`src/rtl/jses_pkg.sv`:
```
// shared types, constants and helper functions for the json string escaper
`default_nettype none

package jses_pkg;

	localparam int BODY_MAX = 6;
	localparam int QDEPTH   = 4;
	localparam int QPTR_W   = $clog2(QDEPTH);
	localparam int QCNT_W   = $clog2(QDEPTH + 1);

	localparam logic [7:0] REP_B0      = 8'hef;
	localparam logic [7:0] REP_B1      = 8'hbf;
	localparam logic [7:0] REP_B2      = 8'hbd;
	localparam logic [7:0] BSLASH      = 8'h5c;
	localparam logic [7:0] QUOTE       = 8'h22;
	localparam logic [7:0] CODE_BS     = 8'h08;
	localparam logic [7:0] CODE_FF     = 8'h0c;
	localparam logic [7:0] CODE_LF     = 8'h0a;
	localparam logic [7:0] CODE_CR     = 8'h0d;
	localparam logic [7:0] CODE_TAB    = 8'h09;
	localparam logic [7:0] CH_B        = 8'h62;
	localparam logic [7:0] CH_F        = 8'h66;
	localparam logic [7:0] CH_N        = 8'h6e;
	localparam logic [7:0] CH_R        = 8'h72;
	localparam logic [7:0] CH_T        = 8'h74;
	localparam logic [7:0] CH_U        = 8'h75;
	localparam logic [7:0] CH_ZERO     = 8'h30;
	localparam logic [7:0] HEX_ALPHA   = 8'h57;
	localparam logic [7:0] CTRL_LIMIT  = 8'h20;
	localparam logic [7:0] ASCII_LIMIT = 8'h80;
	localparam logic [7:0] CONT_MIN    = 8'h80;
	localparam logic [7:0] CONT_MAX    = 8'hbf;

	// one queued work packet: replacement chars first, then the literal body
	typedef struct packed {
		logic [2:0]                rep_cnt;
		logic [BODY_MAX-1:0][7:0]  body;
		logic [2:0]                body_len;
		logic                      last;
	} desc_t;

	typedef struct packed {
		logic       valid;
		logic [7:0] next_min;
		logic [7:0] next_max;
		logic [2:0] len;
	} rule_t;

	typedef struct packed {
		logic [BODY_MAX-1:0][7:0] body;
		logic [2:0]               len;
	} body_t;

	function automatic rule_t rule_of(input logic [7:0] lead);
		rule_t r;
		r = '0;
		if (lead >= 8'hc2 && lead <= 8'hdf) begin
			r = '{1'b1, 8'h80, 8'hbf, 3'd2};
		end else if (lead == 8'he0) begin
			r = '{1'b1, 8'ha0, 8'hbf, 3'd3};
		end else if (lead >= 8'he1 && lead <= 8'hec) begin
			r = '{1'b1, 8'h80, 8'hbf, 3'd3};
		end else if (lead == 8'hed) begin
			r = '{1'b1, 8'h80, 8'h9f, 3'd3};
		end else if (lead >= 8'hee && lead <= 8'hef) begin
			r = '{1'b1, 8'h80, 8'hbf, 3'd3};
		end else if (lead == 8'hf0) begin
			r = '{1'b1, 8'h90, 8'hbf, 3'd4};
		end else if (lead >= 8'hf1 && lead <= 8'hf3) begin
			r = '{1'b1, 8'h80, 8'hbf, 3'd4};
		end else if (lead == 8'hf4) begin
			r = '{1'b1, 8'h80, 8'h8f, 3'd4};
		end
		return r;
	endfunction

	function automatic logic [7:0] hex_char(input logic [3:0] n);
		return (n < 4'd10) ? (CH_ZERO + {4'b0, n}) : (HEX_ALPHA + {4'b0, n});
	endfunction

	// escaped form of a byte below 0x80, or the byte itself if it needs no escape
	function automatic body_t ascii_body(input logic [7:0] b);
		body_t r;
		r         = '0;
		r.body[0] = BSLASH;
		r.len     = 3'd2;
		case (b)
			QUOTE, BSLASH: r.body[1] = b;
			CODE_BS:       r.body[1] = CH_B;
			CODE_FF:       r.body[1] = CH_F;
			CODE_LF:       r.body[1] = CH_N;
			CODE_CR:       r.body[1] = CH_R;
			CODE_TAB:      r.body[1] = CH_T;
			default: begin
				if (b < CTRL_LIMIT) begin
					r.body[1] = CH_U;
					r.body[2] = CH_ZERO;
					r.body[3] = CH_ZERO;
					r.body[4] = hex_char(b[7:4]);
					r.body[5] = hex_char(b[3:0]);
					r.len     = 3'd6;
				end else begin
					r.body[0] = b;
					r.len     = 3'd1;
				end
			end
		endcase
		return r;
	endfunction

endpackage

`default_nettype wire

```
`src/rtl/json_string_escape_utf8_sanitize_core.sv`:
```
// top level of the json string escaper with utf-8 sanitizing
//
//  channel  | handshake        | payload
//  ---------+------------------+-------------------
//  input    | push / full      | in_byte, is_last
//  result   | empty / pop      | out_byte, last_out
//
// one input byte is taken per cycle while the packet queue has room; the
// front classifies it in that same cycle and queues at most one packet.
// the back emits one output byte per cycle while the reader keeps popping; an
// item yields 0 to 15 output bytes (a held byte none, an escape 2 to 6).
// results pass through the output register once their packet is at the queue head.
// reset clears held utf-8 state, the queue and the output register.
`default_nettype none

module json_string_escape_utf8_sanitize_core (
	input  wire logic       clk,
	input  wire logic       arst_n,
	input  wire logic       push,
	output logic            full,
	input  wire logic [7:0] in_byte,
	input  wire logic       is_last,
	output logic            empty,
	input  wire logic       pop,
	output logic [7:0]      out_byte,
	output logic            last_out
);
	import jses_pkg::*;

	desc_t wr_desc, head;
	logic  wr_en, q_full, q_empty, q_rd, accept;

	assign full   = q_full;
	assign accept = push && !q_full;

	jses_front u_front (
		.clk        (clk),
		.arst_n     (arst_n),
		.accept     (accept),
		.in_byte    (in_byte),
		.is_last    (is_last),
		.desc       (wr_desc),
		.desc_valid (wr_en)
	);

	jses_fifo u_fifo (
		.clk     (clk),
		.arst_n  (arst_n),
		.wr_en   (wr_en),
		.wr_data (wr_desc),
		.full    (q_full),
		.rd_en   (q_rd),
		.rd_data (head),
		.empty   (q_empty)
	);

	jses_back u_back (
		.clk        (clk),
		.arst_n     (arst_n),
		.head       (head),
		.head_empty (q_empty),
		.head_pop   (q_rd),
		.empty      (empty),
		.pop        (pop),
		.out_byte   (out_byte),
		.last_out   (last_out)
	);

	// the back never retires a packet that is not there
	a_no_underflow: assert property (@(posedge clk) disable iff (!arst_n)
		q_rd |-> !q_empty)
		else $error("packet queue read while empty");

	// a queued packet never exceeds fifteen output bytes
	a_packet_size: assert property (@(posedge clk) disable iff (!arst_n)
		wr_en |-> (wr_desc.rep_cnt <= 3'd4 && wr_desc.body_len <= 3'd6 &&
		           ({3'b0, wr_desc.rep_cnt} * 6'd3 + {3'b0, wr_desc.body_len}) <= 6'd15))
		else $error("oversized packet");

	// a string end always yields at least one output byte
	a_last_emits: assert property (@(posedge clk) disable iff (!arst_n)
		(accept && is_last) |-> wr_en)
		else $error("string end produced no packet");

	// a packet written into a full queue would be lost
	a_no_overflow: assert property (@(posedge clk) disable iff (!arst_n)
		wr_en |-> !q_full)
		else $error("packet queue write while full");

endmodule

`default_nettype wire

```
`src/rtl/jses_front.sv`:
```
// front end: utf-8 sequence tracking and classification of each input byte
`default_nettype none

module jses_front (
	input  wire logic            clk,
	input  wire logic            arst_n,
	input  wire logic            accept,
	input  wire logic [7:0]      in_byte,
	input  wire logic            is_last,
	output jses_pkg::desc_t      desc,
	output logic                 desc_valid
);
	import jses_pkg::*;

	logic [2:0][7:0] held_q, held_d;
	logic [1:0]      held_cnt_q, held_cnt_d;
	logic [2:0]      seq_len_q, seq_len_d;

	rule_t      fr, hr;
	body_t      ab;
	logic       ok, do_fresh, complete;
	logic [2:0] pre_rep, fresh_rep, post_rep;

	assign fr = rule_of(in_byte);
	assign hr = rule_of(held_q[0]);
	assign ab = ascii_body(in_byte);

	always_comb begin
		if (held_cnt_q == 2'd1) begin
			ok = hr.valid && in_byte >= hr.next_min && in_byte <= hr.next_max;
		end else begin
			ok = in_byte >= CONT_MIN && in_byte <= CONT_MAX;
		end
		do_fresh = (held_cnt_q == 2'd0) || !ok;
		complete = !do_fresh && (({1'b0, held_cnt_q} + 3'd1) >= seq_len_q);

		desc.body     = '0;
		desc.body_len = 3'd0;
		pre_rep       = 3'd0;
		fresh_rep     = 3'd0;
		held_d        = held_q;
		held_cnt_d    = held_cnt_q;
		seq_len_d     = seq_len_q;

		if (do_fresh) begin
			// held bytes that the new byte breaks each become a replacement
			pre_rep    = {1'b0, held_cnt_q};
			held_cnt_d = 2'd0;
			seq_len_d  = 3'd0;
			if (in_byte < ASCII_LIMIT) begin
				desc.body     = ab.body;
				desc.body_len = ab.len;
			end else if (fr.valid) begin
				held_d[0]  = in_byte;
				held_cnt_d = 2'd1;
				seq_len_d  = fr.len;
			end else begin
				fresh_rep = 3'd1;
			end
		end else if (complete) begin
			desc.body[0] = held_q[0];
			desc.body[1] = (held_cnt_q >= 2'd2) ? held_q[1] : in_byte;
			desc.body[2] = (held_cnt_q == 2'd3) ? held_q[2] :
			               ((held_cnt_q == 2'd2) ? in_byte : 8'h00);
			desc.body[3] = (held_cnt_q == 2'd3) ? in_byte : 8'h00;
			desc.body_len = {1'b0, held_cnt_q} + 3'd1;
			held_cnt_d    = 2'd0;
			seq_len_d     = 3'd0;
		end else begin
			held_d[held_cnt_q] = in_byte;
			held_cnt_d         = held_cnt_q + 2'd1;
		end

		// cut-off sequence at end of string
		post_rep = is_last ? {1'b0, held_cnt_d} : 3'd0;
		if (is_last) begin
			held_cnt_d = 2'd0;
			seq_len_d  = 3'd0;
		end

		desc.rep_cnt = pre_rep + fresh_rep + post_rep;
		desc.last    = is_last;
		desc_valid   = accept && (desc.rep_cnt != 3'd0 || desc.body_len != 3'd0);
	end

	always_ff @(posedge clk or negedge arst_n) begin
		if (!arst_n) begin
			held_q     <= '0;
			held_cnt_q <= 2'd0;
			seq_len_q  <= 3'd0;
		end else if (accept) begin
			held_q     <= held_d;
			held_cnt_q <= held_cnt_d;
			seq_len_q  <= seq_len_d;
		end
	end

endmodule

`default_nettype wire

```
`src/rtl/jses_fifo.sv`:
```
// small register queue of work packets between front and back
`default_nettype none

module jses_fifo (
	input  wire logic            clk,
	input  wire logic            arst_n,
	input  wire logic            wr_en,
	input  wire jses_pkg::desc_t wr_data,
	output logic                 full,
	input  wire logic            rd_en,
	output jses_pkg::desc_t      rd_data,
	output logic                 empty
);
	import jses_pkg::*;

	desc_t             mem_q [QDEPTH];
	logic [QPTR_W-1:0] wr_ptr_q, rd_ptr_q;
	logic [QCNT_W-1:0] cnt_q;

	assign full    = (cnt_q == QCNT_W'(QDEPTH));
	assign empty   = (cnt_q == '0);
	assign rd_data = mem_q[rd_ptr_q];

	always_ff @(posedge clk) begin
		if (wr_en) begin
			mem_q[wr_ptr_q] <= wr_data;
		end
	end

	always_ff @(posedge clk or negedge arst_n) begin
		if (!arst_n) begin
			wr_ptr_q <= '0;
			rd_ptr_q <= '0;
			cnt_q    <= '0;
		end else begin
			if (wr_en) begin
				wr_ptr_q <= wr_ptr_q + QPTR_W'(1);
			end
			if (rd_en) begin
				rd_ptr_q <= rd_ptr_q + QPTR_W'(1);
			end
			if (wr_en && !rd_en) begin
				cnt_q <= cnt_q + QCNT_W'(1);
			end else if (rd_en && !wr_en) begin
				cnt_q <= cnt_q - QCNT_W'(1);
			end
		end
	end

endmodule

`default_nettype wire

```
`src/rtl/jses_back.sv`:
```
// back end: turns packets into output bytes, one per cycle while the output register is free
`default_nettype none

module jses_back (
	input  wire logic            clk,
	input  wire logic            arst_n,
	input  wire jses_pkg::desc_t head,
	input  wire logic            head_empty,
	output logic                 head_pop,
	output logic                 empty,
	input  wire logic            pop,
	output logic [7:0]           out_byte,
	output logic                 last_out
);
	import jses_pkg::*;

	logic [2:0] rep_idx_q;
	logic [1:0] sub_q;
	logic [2:0] body_idx_q;
	logic       out_valid_q;
	logic [7:0] out_byte_q;
	logic       out_last_q;

	logic       step, in_reps, final_byte;
	logic [7:0] cur_byte, rep_byte, body_byte;

	assign step    = !head_empty && (!out_valid_q || pop);
	assign in_reps = rep_idx_q < head.rep_cnt;

	always_comb begin
		case (sub_q)
			2'd0:    rep_byte = REP_B0;
			2'd1:    rep_byte = REP_B1;
			default: rep_byte = REP_B2;
		endcase
		case (body_idx_q)
			3'd0:    body_byte = head.body[0];
			3'd1:    body_byte = head.body[1];
			3'd2:    body_byte = head.body[2];
			3'd3:    body_byte = head.body[3];
			3'd4:    body_byte = head.body[4];
			3'd5:    body_byte = head.body[5];
			default: body_byte = 8'h00;
		endcase
		cur_byte = in_reps ? rep_byte : body_byte;
		if (in_reps) begin
			final_byte = (rep_idx_q == head.rep_cnt - 3'd1) && (sub_q == 2'd2) &&
			             (head.body_len == 3'd0);
		end else begin
			final_byte = (body_idx_q == head.body_len - 3'd1);
		end
	end

	assign head_pop = step && final_byte;
	assign empty    = !out_valid_q;
	assign out_byte = out_byte_q;
	assign last_out = out_last_q;

	always_ff @(posedge clk) begin
		if (step) begin
			out_byte_q <= cur_byte;
			out_last_q <= final_byte && head.last;
		end
	end

	always_ff @(posedge clk or negedge arst_n) begin
		if (!arst_n) begin
			rep_idx_q   <= 3'd0;
			sub_q       <= 2'd0;
			body_idx_q  <= 3'd0;
			out_valid_q <= 1'b0;
		end else begin
			if (step) begin
				out_valid_q <= 1'b1;
			end else if (pop) begin
				out_valid_q <= 1'b0;
			end
			if (step) begin
				if (final_byte) begin
					rep_idx_q  <= 3'd0;
					sub_q      <= 2'd0;
					body_idx_q <= 3'd0;
				end else if (in_reps) begin
					if (sub_q == 2'd2) begin
						sub_q     <= 2'd0;
						rep_idx_q <= rep_idx_q + 3'd1;
					end else begin
						sub_q <= sub_q + 2'd1;
					end
				end else begin
					body_idx_q <= body_idx_q + 3'd1;
				end
			end
		end
	end

endmodule

`default_nettype wire
```
`config.mk`:
```
export PLATFORM = sky130hd
export DESIGN_NAME = json_string_escape_utf8_sanitize_core
export DESIGN_NICKNAME = d
export VERILOG_FILES = /design/src/rtl/jses_pkg.sv /design/src/rtl/json_string_escape_utf8_sanitize_core.sv /design/src/rtl/jses_front.sv /design/src/rtl/jses_fifo.sv /design/src/rtl/jses_back.sv
export SDC_FILE = /design/constraint.sdc
export NUM_CORES = 1
export LEC_CHECK = 0
export ABC_CLOCK_PERIOD_IN_PS = 11800
export BUFFER_PORTS_ARGS = -buffer_cell sky130_fd_sc_hd__buf_2
export CORE_AREA = 4 4 161 163
export CTS_CLUSTER_SIZE = 28
export DETAILED_ROUTE_END_ITERATION = 7
export DIE_AREA = 0 0 165 167
export PLACE_DENSITY = 0.65
export SETUP_SLACK_MARGIN = 0.15
export SLEW_MARGIN = 5
export SYNTH_ARGS = -nofsm -noshare
export SYNTH_HDL_FRONTEND = slang
export SYNTH_SLANG_ARGS = --single-unit
```
`constraint.sdc`:
```
create_clock -name clk -period 11.8 [get_ports clk]
set_input_delay 0.59 -clock clk [delete_from_list [all_inputs] [get_ports clk]]
set_output_delay 0.59 -clock clk [all_outputs]
set_load 0.02 [all_outputs]
```
======== After elaboration in Yosys (flattened, before gate mapping) ========
Memory sizes are Yosys's and may differ from the RTL's.
Cells that the tools add are included.
operators by class
  add/subtract/negate cells ............... 17
  multiply operators ...................... 0
  divide/modulo/power cells ............... 0
  order comparisons ....................... 29
  equal/unequal tests ..................... 32
  shift-type cells ........................ 0
  multiplexer cells ....................... 73
  bitwise gates (word level) .............. 2
  reductions and logical operators ........ 52
operator list
  cell                                                    count
  two-way mux 20 bit                                      16
  two-way mux 8 bit                                       13
  case mux 8 bit (6 select lines)                         2
  >= comparator 8 bit (second input constant)             9
  less-or-equal comparator 8 bit (second input constant)  9
  two-way mux 35 bit                                      2
  == test 8 bit (second input constant)                   8
  two-way mux 51 bit                                      1
  two-way mux 3 bit                                       15
  == test 8 x 4 -> 1 bit (second input constant)          5
  two-way mux 40 bit                                      1
  two-way mux 32 bit                                      1
  bitwise mux 24 bit                                      1
  logical AND 1 bit                                       22
  two-way mux 2 bit                                       9
  adder 7 x 4 -> 8 bit (first input constant)             2
  demux 8 bit (select 2 bit)                              1
  two-way mux 16 bit                                      1
  adder 6 x 4 -> 7 bit (first input constant)             2
  case mux 7 bit (2 select lines)                         1
  two-way mux 11 bit                                      1
  adder 3 x 1 -> 3 bit (second input constant)            3
  == test 3 bit (second input constant)                   3
  zero test 3 bit                                         3
  other kinds (36)                                        74
storage, ports and cells
  register bits after elaboration ......... 54
  latch bits .............................. 0
  bits in writable memories ............... 220
  bits in read-only memories .............. 0
  bits of input ports ..................... 13
  output and inout port bits .............. 11
  word-level logic and storage cells ...... 220
  memories kept ........................... 1
memories
  name          words  width  rd ports  clocked after memory_dff  wr ports  RTL line         text
  u_fifo.mem_q  4      55     1         0                         1         jses_fifo.sv:16  desc_t mem_q [QDEPTH];

======== Depth between registers and ports, before layout ========
Gate-level depths: netlist of run 1.
  depth after elaboration ................. 28
  depth in mapped cells ................... 28
  depth with buffers taken out ............ 27

======== Modules after synthesis ========
A second synthesis of run 1 with hierarchy kept.
second synthesis, totals
  cells, all modules ...................... 800
  area total of the unflattened synthesis .. 12628.4 um^2
by module, submodules not included
  module                                 instances  cells an instance  area each (um^2)  seq. area each (um^2)
  jses_fifo                              1          321                8324.2            6781.5
  jses_front                             1          333                2884.0            725.7
  jses_back                              1          145                1406.3            495.5
  json_string_escape_utf8_sanitize_core  1          1                  13.8              0.0

======== Least setup slack after synthesis of run 1 ========
No wires, ideal clock.
  kind .................................... register -> register
  start point ............................. reg u_front.held_q[2] (netlist bit)
  end point ............................... mem u_fifo.mem_q[0][0] (netlist bit), enable pin
  setup time .............................. 0.416 ns
  arrival time ............................ 5.294 ns
  data required time ...................... 11.384 ns
  setup slack ............................. 6.090 ns
  cell stages (with the launch flop) ...... 19
  path buffers ............................ 1
  clock period less this slack ............ 5.710 ns
  path through ............................ dfrtp_1 -> clkbuf_1 -> nor4_1 -> nand2_1 -> ha_1 -> nand2_1 -> or3_1 -> a2111oi_0 -> nor4b_4 -> nor2_1 -> and3_1 -> fa_1 -> inv_1 -> fa_1 -> inv_1 -> nor3_1 -> o21ai_0 -> o2bb2ai_4 -> and2_1
RTL lines
  what                      RTL line          text
  start: declaration        jses_front.sv:15  logic [2:0][7:0] held_q, held_d;
  start signal: assignment  jses_front.sv:92  held_q <= held_d;
  end: declaration          jses_fifo.sv:16

==> flow_summary_export.csv, run 1 <==
group,metric,value,unit
outcome,outcome,"finished clean",
grt,antenna_found_initial,0,
clocking,cts_root_buf,"clkbuf_16",
route,drt-initial-drc-count,745,
floorplan,rows,57,
yosys,syn-cell-area,12100,um^2
yosys,synth_edf_count,221,
clocking,clock_latency,0.53,ns
floorplan,die_area,27600,um^2
route,drt-total-wl,26100,um
yosys,async_flop_share,16.9,%
critical_path,critical_path_required,11.96,ns
clocking,clk_pin_slew,0.06,ns
clocking,cts.sinks,266,
clocking,numCtsBuffers,28,
sta,skew,0.0197,ns
floorplan,core_area,24300,um^2
pwr,total_power,3.20,mW
grt,gr-total-overflow,0,
route,viasPerCell,5.81,
placement,post-place-ws,5.80,ns
clocking,cts_tree,"yes",
grt,grt.met2_usage,29.5,%
critical_path,cp-start-kind,"flip-flop",
route,drc_errors,0,
yosys,ys.flop_type,"edfxtp_1",
grt,first_global_vias,6945,
critical_path,crit_type,"flip-flop to flip-flop",
pwr,cellPowerDensity,235,nW/um^2
critical_path,end_kind,"flip-flop",
sta,finalCriticalPeriod,6.01,ns
sta,worst_pin_slew,1.07,ns
placement,io_buffer_count,23,
grt,grt_max_degree,55,
clocking,clockBufferDepth,3,
sta,min_period_over_period,50.9,%
sta,tns,0,ns
floorplan,die_h,167,um
floorplan,initial_core_util,49.9,%
pwr,leakagePower,5.02,nW
critical_path,critPathSlowestCell,"and2_2",
floorplan,boundaryPins,24,
clocking,htree_levels,1,
cells_and_area,layout.area.seq,7770,um^2
sta,rsz0062_at_grt,"false",
critical_path,path_buf_inv,4,
route,drtPass1Iterations,5,
critical_path,path_delay_family,"simple AND/OR/NAND/NOR gates",
route,vias,7008,
critical_path,slowest_delay,0.54,ns
sta,setup_slack,5.79,ns
yosys,syn_inst,821,
sta,setup-violations-final,0,
sta,relSlewSlack,28.4,%
critical_path,worstPathArrival,6.17,ns
grt,grt_pass1_wl,41000,um
sta,drv_slew,0,
grt,grt-busiest-layer,"met2",
grt,grt_util_all_layers,19.2,%
cells_and_area,final_core_util,56.0,%
cells_and_area,layout_common_cells,"edfxtp_1 (221), nand2_1 (81), mux4_2 (53), nor2_1 (45), dfrtp_1 (43)",
sta,worst_hold_slack,0.147,ns
route,drtAntennaViolNets,0,
clocking,cts_resized,0,
flow_run,cap_violations,0,
yosys,yosysWarnings,0,
placement,globalplace.congestion,0.865,
route,avgRoutedWirePerCell,21.7,um
yosys,avgSynthCellArea,14.8,um^2
cells_and_area,fillCellCount,1884,
cells_and_area,fin_nets,919,
pwr,vdd_drop_max,0.000111,V
hold_path,hp-class,"input port to asynchronous set/reset pin",
critical_path,worstPathCellList,"o21ai_0, a21oi_1, nor3_1, inv_1, ha_1, nand4b_1, nor2_1, nor2_1, nor4b_4, o21ai_0, o21ai_0, and2_1, fa_1, inv_1, fa_1, inv_1, nor3_1, o21ai_0, o2bb2ai_4, and2_2, buf_4",
cells_and_area,area_growth,12.3,%
cells_and_area,layout-drive-gt1-share,17.8,%
placement,hpwl,17200,um
cells_and_area,num_antenna_cells,0,
critical_path,worstPathMaxFanout,33,
cells_and_area,postLayoutCellArea,13600,um^2
clocking,cts_setup_buffers,0,
yosys,synth_cell_type_count,61,
cells_and_area,fin_cells,1207,
critical_path,path_common_cell,"o21ai_0",
cells_and_area,mostFrequentLayoutCell,"edfxtp_1",
placement,place_inst,1155,
sta,clock.fmax,166,MHz
yosys,synth_seq_cells,266,
cells_and_area,multi_input_area,4130,um^2
yosys,synth_seq_area_share,64.0,%
floorplan,die_w,165,um
placement,place_area,12600,um^2
sta,hold_viol_final,0,
clocking,ctsHoldBuffers,0,
grt,use_met1,28.7,%
grt,use_met3,2.72,%
-- flip-flops by register name (all words and copies together), names as in the netlist --
signal,cells
u_fifo.mem_q,212
u_front.held_q,24
u_back.out_byte,8
u_back.body_idx_q,3
u_back.rep_idx_q,3
u_fifo.cnt_q,3
u_front.seq_len_q,3
u_back.sub_q,2
u_fifo.rd_ptr_q,2
u_fifo.wr_ptr_q,2
u_front.held_cnt_q,2
u_back.last_out,1
u_back.out_valid_q,1
-- cells in the mapped netlist (7+ instances only) --
| master | n | area (um^2) |
|---|---|---|
| dfrtp_1 | 45 | 1130 |
| nor3_1 | 11 | 55.1 |
| o22ai_1 | 10 | 62.6 |
| and2_1 | 11 | 68.8 |
| mux2i_1 | 8 | 80.1 |
| and3_1 | 8 | 50.1 |
| clkbuf_1 | 29 | 109 |
| o21ai_0 | 39 | 195 |
| xor2_1 | 7 | 61.3 |
| nor2_1 | 45 | 169 |
| buf_2 | 7 | 35.0 |
| mux2_2 | 14 | 158 |
| nand2_1 | 81 | 304 |
| a21oi_1 | 25 | 125 |
| edfxtp_1 | 221 | 6640 |
| nor2b_1 | 9 | 56.3 |
| ha_1 | 42 | 526 |
| inv_1 | 38 | 143 |
| nand3_1 | 10 | 50.1 |
| mux4_2 | 53 | 1190 |
-- final timing paths --
| kind | start | endpoint | slack [ns] | cells past startpoint |
|---|---|---|---|---|
| setup / recovery | u_front.held_q[1] | u_fifo.mem_q[1][25] | 5.79 | 21 |
| hold / removal | arst_n | u_back.rep_idx_q[1] | 0.15 | 2 |
| setup reg to reg | u_front.held_q[1] | u_fifo.mem_q[1][25] | 5.79 | 21 |
| hold reg to reg | u_front.held_q[21] | u_front.held_q[21] | 0.49 | 2 |
| max in group asynchronous | arst_n | u_fifo.rd_ptr_q[0] | 11.18 | 2 |
| min in group clk | pop | u_back.out_valid_q | 0.26 | 2 |
-- cell type report --
cell class,count,area share (%)
multi-input cells,494,30.3
flip-flops and latches,266,57.0
clock inverters,10,1.28
clock buffers,42,5.98
repair buffers,33,1.40
well taps,324,2.98
inverters,38,1.05
-- where the power goes --
part,internal (mW),total [mW],switching [mW]
registers,1.22,1.32,0.0972
logic,0.409,0.951,0.542
clock network,0.584,0.932,0.348
total,2.22,3.20,0.987
-- metal layers --
layer | part of all wire (%) | wire length (um)
met1 | 46 | 11900
met2 | 46 | 12100
met3 | 5.4 | 1400
met4 | 2.7 | 703
met5 | 0 | 0
-- logic make-up after synthesis --
kind of cell,after synthesis,share of synthesized area (%)
flops,266,64.0
simple gates,204,8.08
compound gates,137,7.72
buf+inv,80,2.58
mux,75,11.8
fa+ha+maj,45,4.83
xor+xnor,13,0.939
other cells,1,0.0309
Power figures use the tool's default switching activity.
==> run 2, diff against run 1 <==
--- a/config.mk
+++ b/config.mk
@@ -5,13 +5,13 @@
 export SDC_FILE = /design/constraint.sdc
 export NUM_CORES = 1
 export LEC_CHECK = 0
-export ABC_CLOCK_PERIOD_IN_PS = 11800
+export ABC_CLOCK_PERIOD_IN_PS = 5300
 export BUFFER_PORTS_ARGS = -buffer_cell sky130_fd_sc_hd__buf_2
 export CORE_AREA = 4 4 161 163
 export CTS_CLUSTER_SIZE = 28
 export DETAILED_ROUTE_END_ITERATION = 7
 export DIE_AREA = 0 0 165 167
-export PLACE_DENSITY = 0.65
+export PLACE_DENSITY = 0.68
 export SETUP_SLACK_MARGIN = 0.15
 export SLEW_MARGIN = 5
 export SYNTH_ARGS = -nofsm -noshare
==> constraint.sdc (replaced) <==
create_clock -name clk -period 5.3 [get_ports clk]
set_input_delay 0.265 -clock clk [delete_from_list [all_inputs] [get_ports clk]]
set_output_delay 0.265 -clock clk [all_outputs]
set_load 0.02 [all_outputs]
==> flow_summary_export.csv, run 2 (synthesis results as in run 1) <==
group,metric,value,unit
cells_and_area,postLayoutCellArea,13900,um^2
route,viasPerCell,5.82,
pwr,p_sw_share,32.5,%
floorplan,core_area,24300,um^2
cells_and_area,largest_reg_flops,212,
clocking,htree_levels,1,
critical_path,critical_path_required,5.71,ns
grt,grt_util_all_layers,19.8,%
sta,hold_viol_final,0,
critical_path,worstPathArrival,5.36,ns
route,drtAntennaViolNets,0,
route,drt-total-wl,27000,um
placement,hpwl,17600,um
clocking,cts.sinks,266,
sta,worst_pin_slew,1.23,ns
critical_path,r2r_start,"u_front.held_q[3]",
route,drtPass1Iterations,5,
critical_path,crit_type,"flip-flop to flip-flop",
pwr,p_int,4.74,mW
pwr,power.switching,2.28,mW
grt,grt_pass1_wl,42000,um
sta,setup-violations-final,0,
route,avgRoutedWirePerCell,21.7,um
pwr,total_power,7.02,mW
cells_and_area,num_antenna_cells,0,
floorplan,initial_core_util,49.9,%
cells_and_area,area_growth,14.7,%
cells_and_area,top_register,"u_fifo.mem_q",
cells_and_area,fin_nets,958,
pwr,leakagePower,5.15,nW
floorplan,rows,57,
sta,drv_slew,0,
clocking,clk_pin_slew,0.06,ns
grt,grt_max_degree,46,
floorplan,die_area,27600,um^2
critical_path,worstPathMaxFanout,6,
placement,place_inst,1182,
pwr,p_clk_share,24.7,%
placement,globalplace.congestion,0.874,
sta,min_period_over_period,93.3,%
cells_and_area,layout-drive-gt1-share,23.3,%
cells_and_area,fin_cells,1244,
pwr,seq_power_share,41.5,%
hold_path,hp-class,"input port to flip-flop",
route,drt-initial-drc-count,665,
sta,relSlewSlack,17.8,%
route,vias,7244,
pwr,vdd_drop_max,0.000294,V
clocking,cts_root_buf,"clkbuf_16",
grt,gr-total-overflow,0,
placement,io_buffer_count,23,
pwr,cellPowerDensity,505,nW/um^2
floorplan,die_w,165,um
clocking,cts_tree,"yes",
critical_path,cp-start-kind,"flip-flop",
floorplan,boundaryPins,24,
placement,post-place-ws,-0.0496,ns
floorplan,die_h,167,um
sta,worst_hold_slack,0.0823,ns
sta,rsz0062_at_grt,"false",
critical_path,end_kind,"flip-flop",
clocking,numCtsBuffers,27,
sta,clock.fmax,202,MHz
clocking,clockBufferDepth,3,
grt,antenna_found_initial,0,
clocking,clock_latency,0.53,ns
hold_path,hold_path_startpoint,"is_last",
critical_path,startpoint,"u_front.held_q[3]",
placement,place_area,12900,um^2
cells_and_area,mostFrequentLayoutCell,"edfxtp_1",
cells_and_area,layout_common_cells,"edfxtp_1 (221), nand2_1 (81), mux4_2 (53), buf_4 (42)",
sta,finalCriticalPeriod,4.95,ns
pwr,pwr-share-comb,33.8,%
cells_and_area,fillCellCount,1894,
outcome,outcome,"finished clean",
sta,setup_slack,0.354,ns
flow_run,cap_violations,0,
grt,first_global_vias,7124,
sta,skew,0.00913,ns
route,drc_errors,0,
run 2: cell count changes in the layout (fill, tap and decap cells not counted), moves of 4 or more:
| cell | previous run | this run |
|---|---|---|
| clkbuf_1 | 9 | 5 |
| buf_4 | 10 | 42 |
| clkinv_1 | 3 | 11 |
| nor2_2 | 0 | 5 |
| bufinv_16 | 5 | 1 |
| buf_12 | 0 | 5 |
| nor2_1 | 45 | 39 |
| o21ai_0 | 39 | 34 |
| clkbuf_8 | 4 | 0 |
run 2: area by class of cell:
cell class | count | area [um^2] | area share, %
clock buffers | 32 | 694 | 4.99
multi-input cells | 494 | 4220 | 30.4
clock inverters | 17 | 104 | 0.747
flip-flops and latches | 266 | 7770 | 55.9
well taps | 324 | 405 | 2.92
inverters | 38 | 145 | 1.04
repair buffers | 73 | 562 | 4.04
run 2: routing by layer:
metal  track usage [%]  part of all wire (%)  vias to the layer above
met5                 0                     0                        -
met4              5.53                   2.7                        0
met3              2.89                   6.7                       46
met2              29.9                    47                      271
met1              30.1                    44                     3643
li1                  -                     -                     3284
run 2: worst paths after layout:
path / end / slack, ns / cells past startpoint
worst max-delay path: u_fifo.cnt_q[1] / 0.35 / 21
worst min-delay path: u_front.seq_len_q[1] / 0.08 / 2
worst max register to register: u_fifo.cnt_q[1] / 0.35 / 21
worst min register to register: u_front.held_q[20] / 0.49 / 2
max in group asynchronous: u_front.held_q[1] / 4.43 / 3
min in group asynchronous: u_back.rep_idx_q[1] / 0.38 / 3
run 2: through the flow:
step	setup TNS, ns	util [%]
3_5_place_dp	-0.0496	53.0
2_1_floorplan	0	-
6_report	0	57.2
5_1_grt	0	57.2
3_3_place_gp	0	53.0
4_1_cts	0	56.5
run 2: what timing repair did:
item                                    CTS  global route
resized for setup                         7            29
hold buffers                              2             0
pin swaps                                 2            14
endpoints found under the setup margin  120           204
endpoints found under the hold margin    46             0
setup buffers                             2             9
run 2: worst max-delay path, stage by stage, from the launching register on:
cell       delay, ns
dfrtp_2         0.43
nor4_2          0.33
nand2_1         0.11
ha_1            0.30
nand2_1         0.04
or3_1           0.30
a2111oi_1       0.42
nor4b_4         0.35
o21ai_2         0.10
o21ai_2         0.16
and2_4          0.16
fa_1            0.17
inv_1           0.05
fa_1            0.49
inv_2           0.04
nor3_1          0.16
o21ai_1         0.12
o2bb2ai_4       0.18
ha_4            0.19
inv_1           0.06
fa_2            0.42
mux2_2          0.26
run 2: power groups by stage:
| stage | Combinational (mW) | Sequential [mW] | Clock [mW] |
|---|---|---|---|
| CTS | 2.32 | 2.91 | 1.76 |
| detailed placement | 2.28 | 2.95 | 0 |
| floorplan | 1.61 | 2.91 | 0 |
| global placement | 2.25 | 2.93 | 0 |
| finish | 2.37 | 2.92 | 1.73 |
| global route | 2.61 | 2.95 | 1.86 |
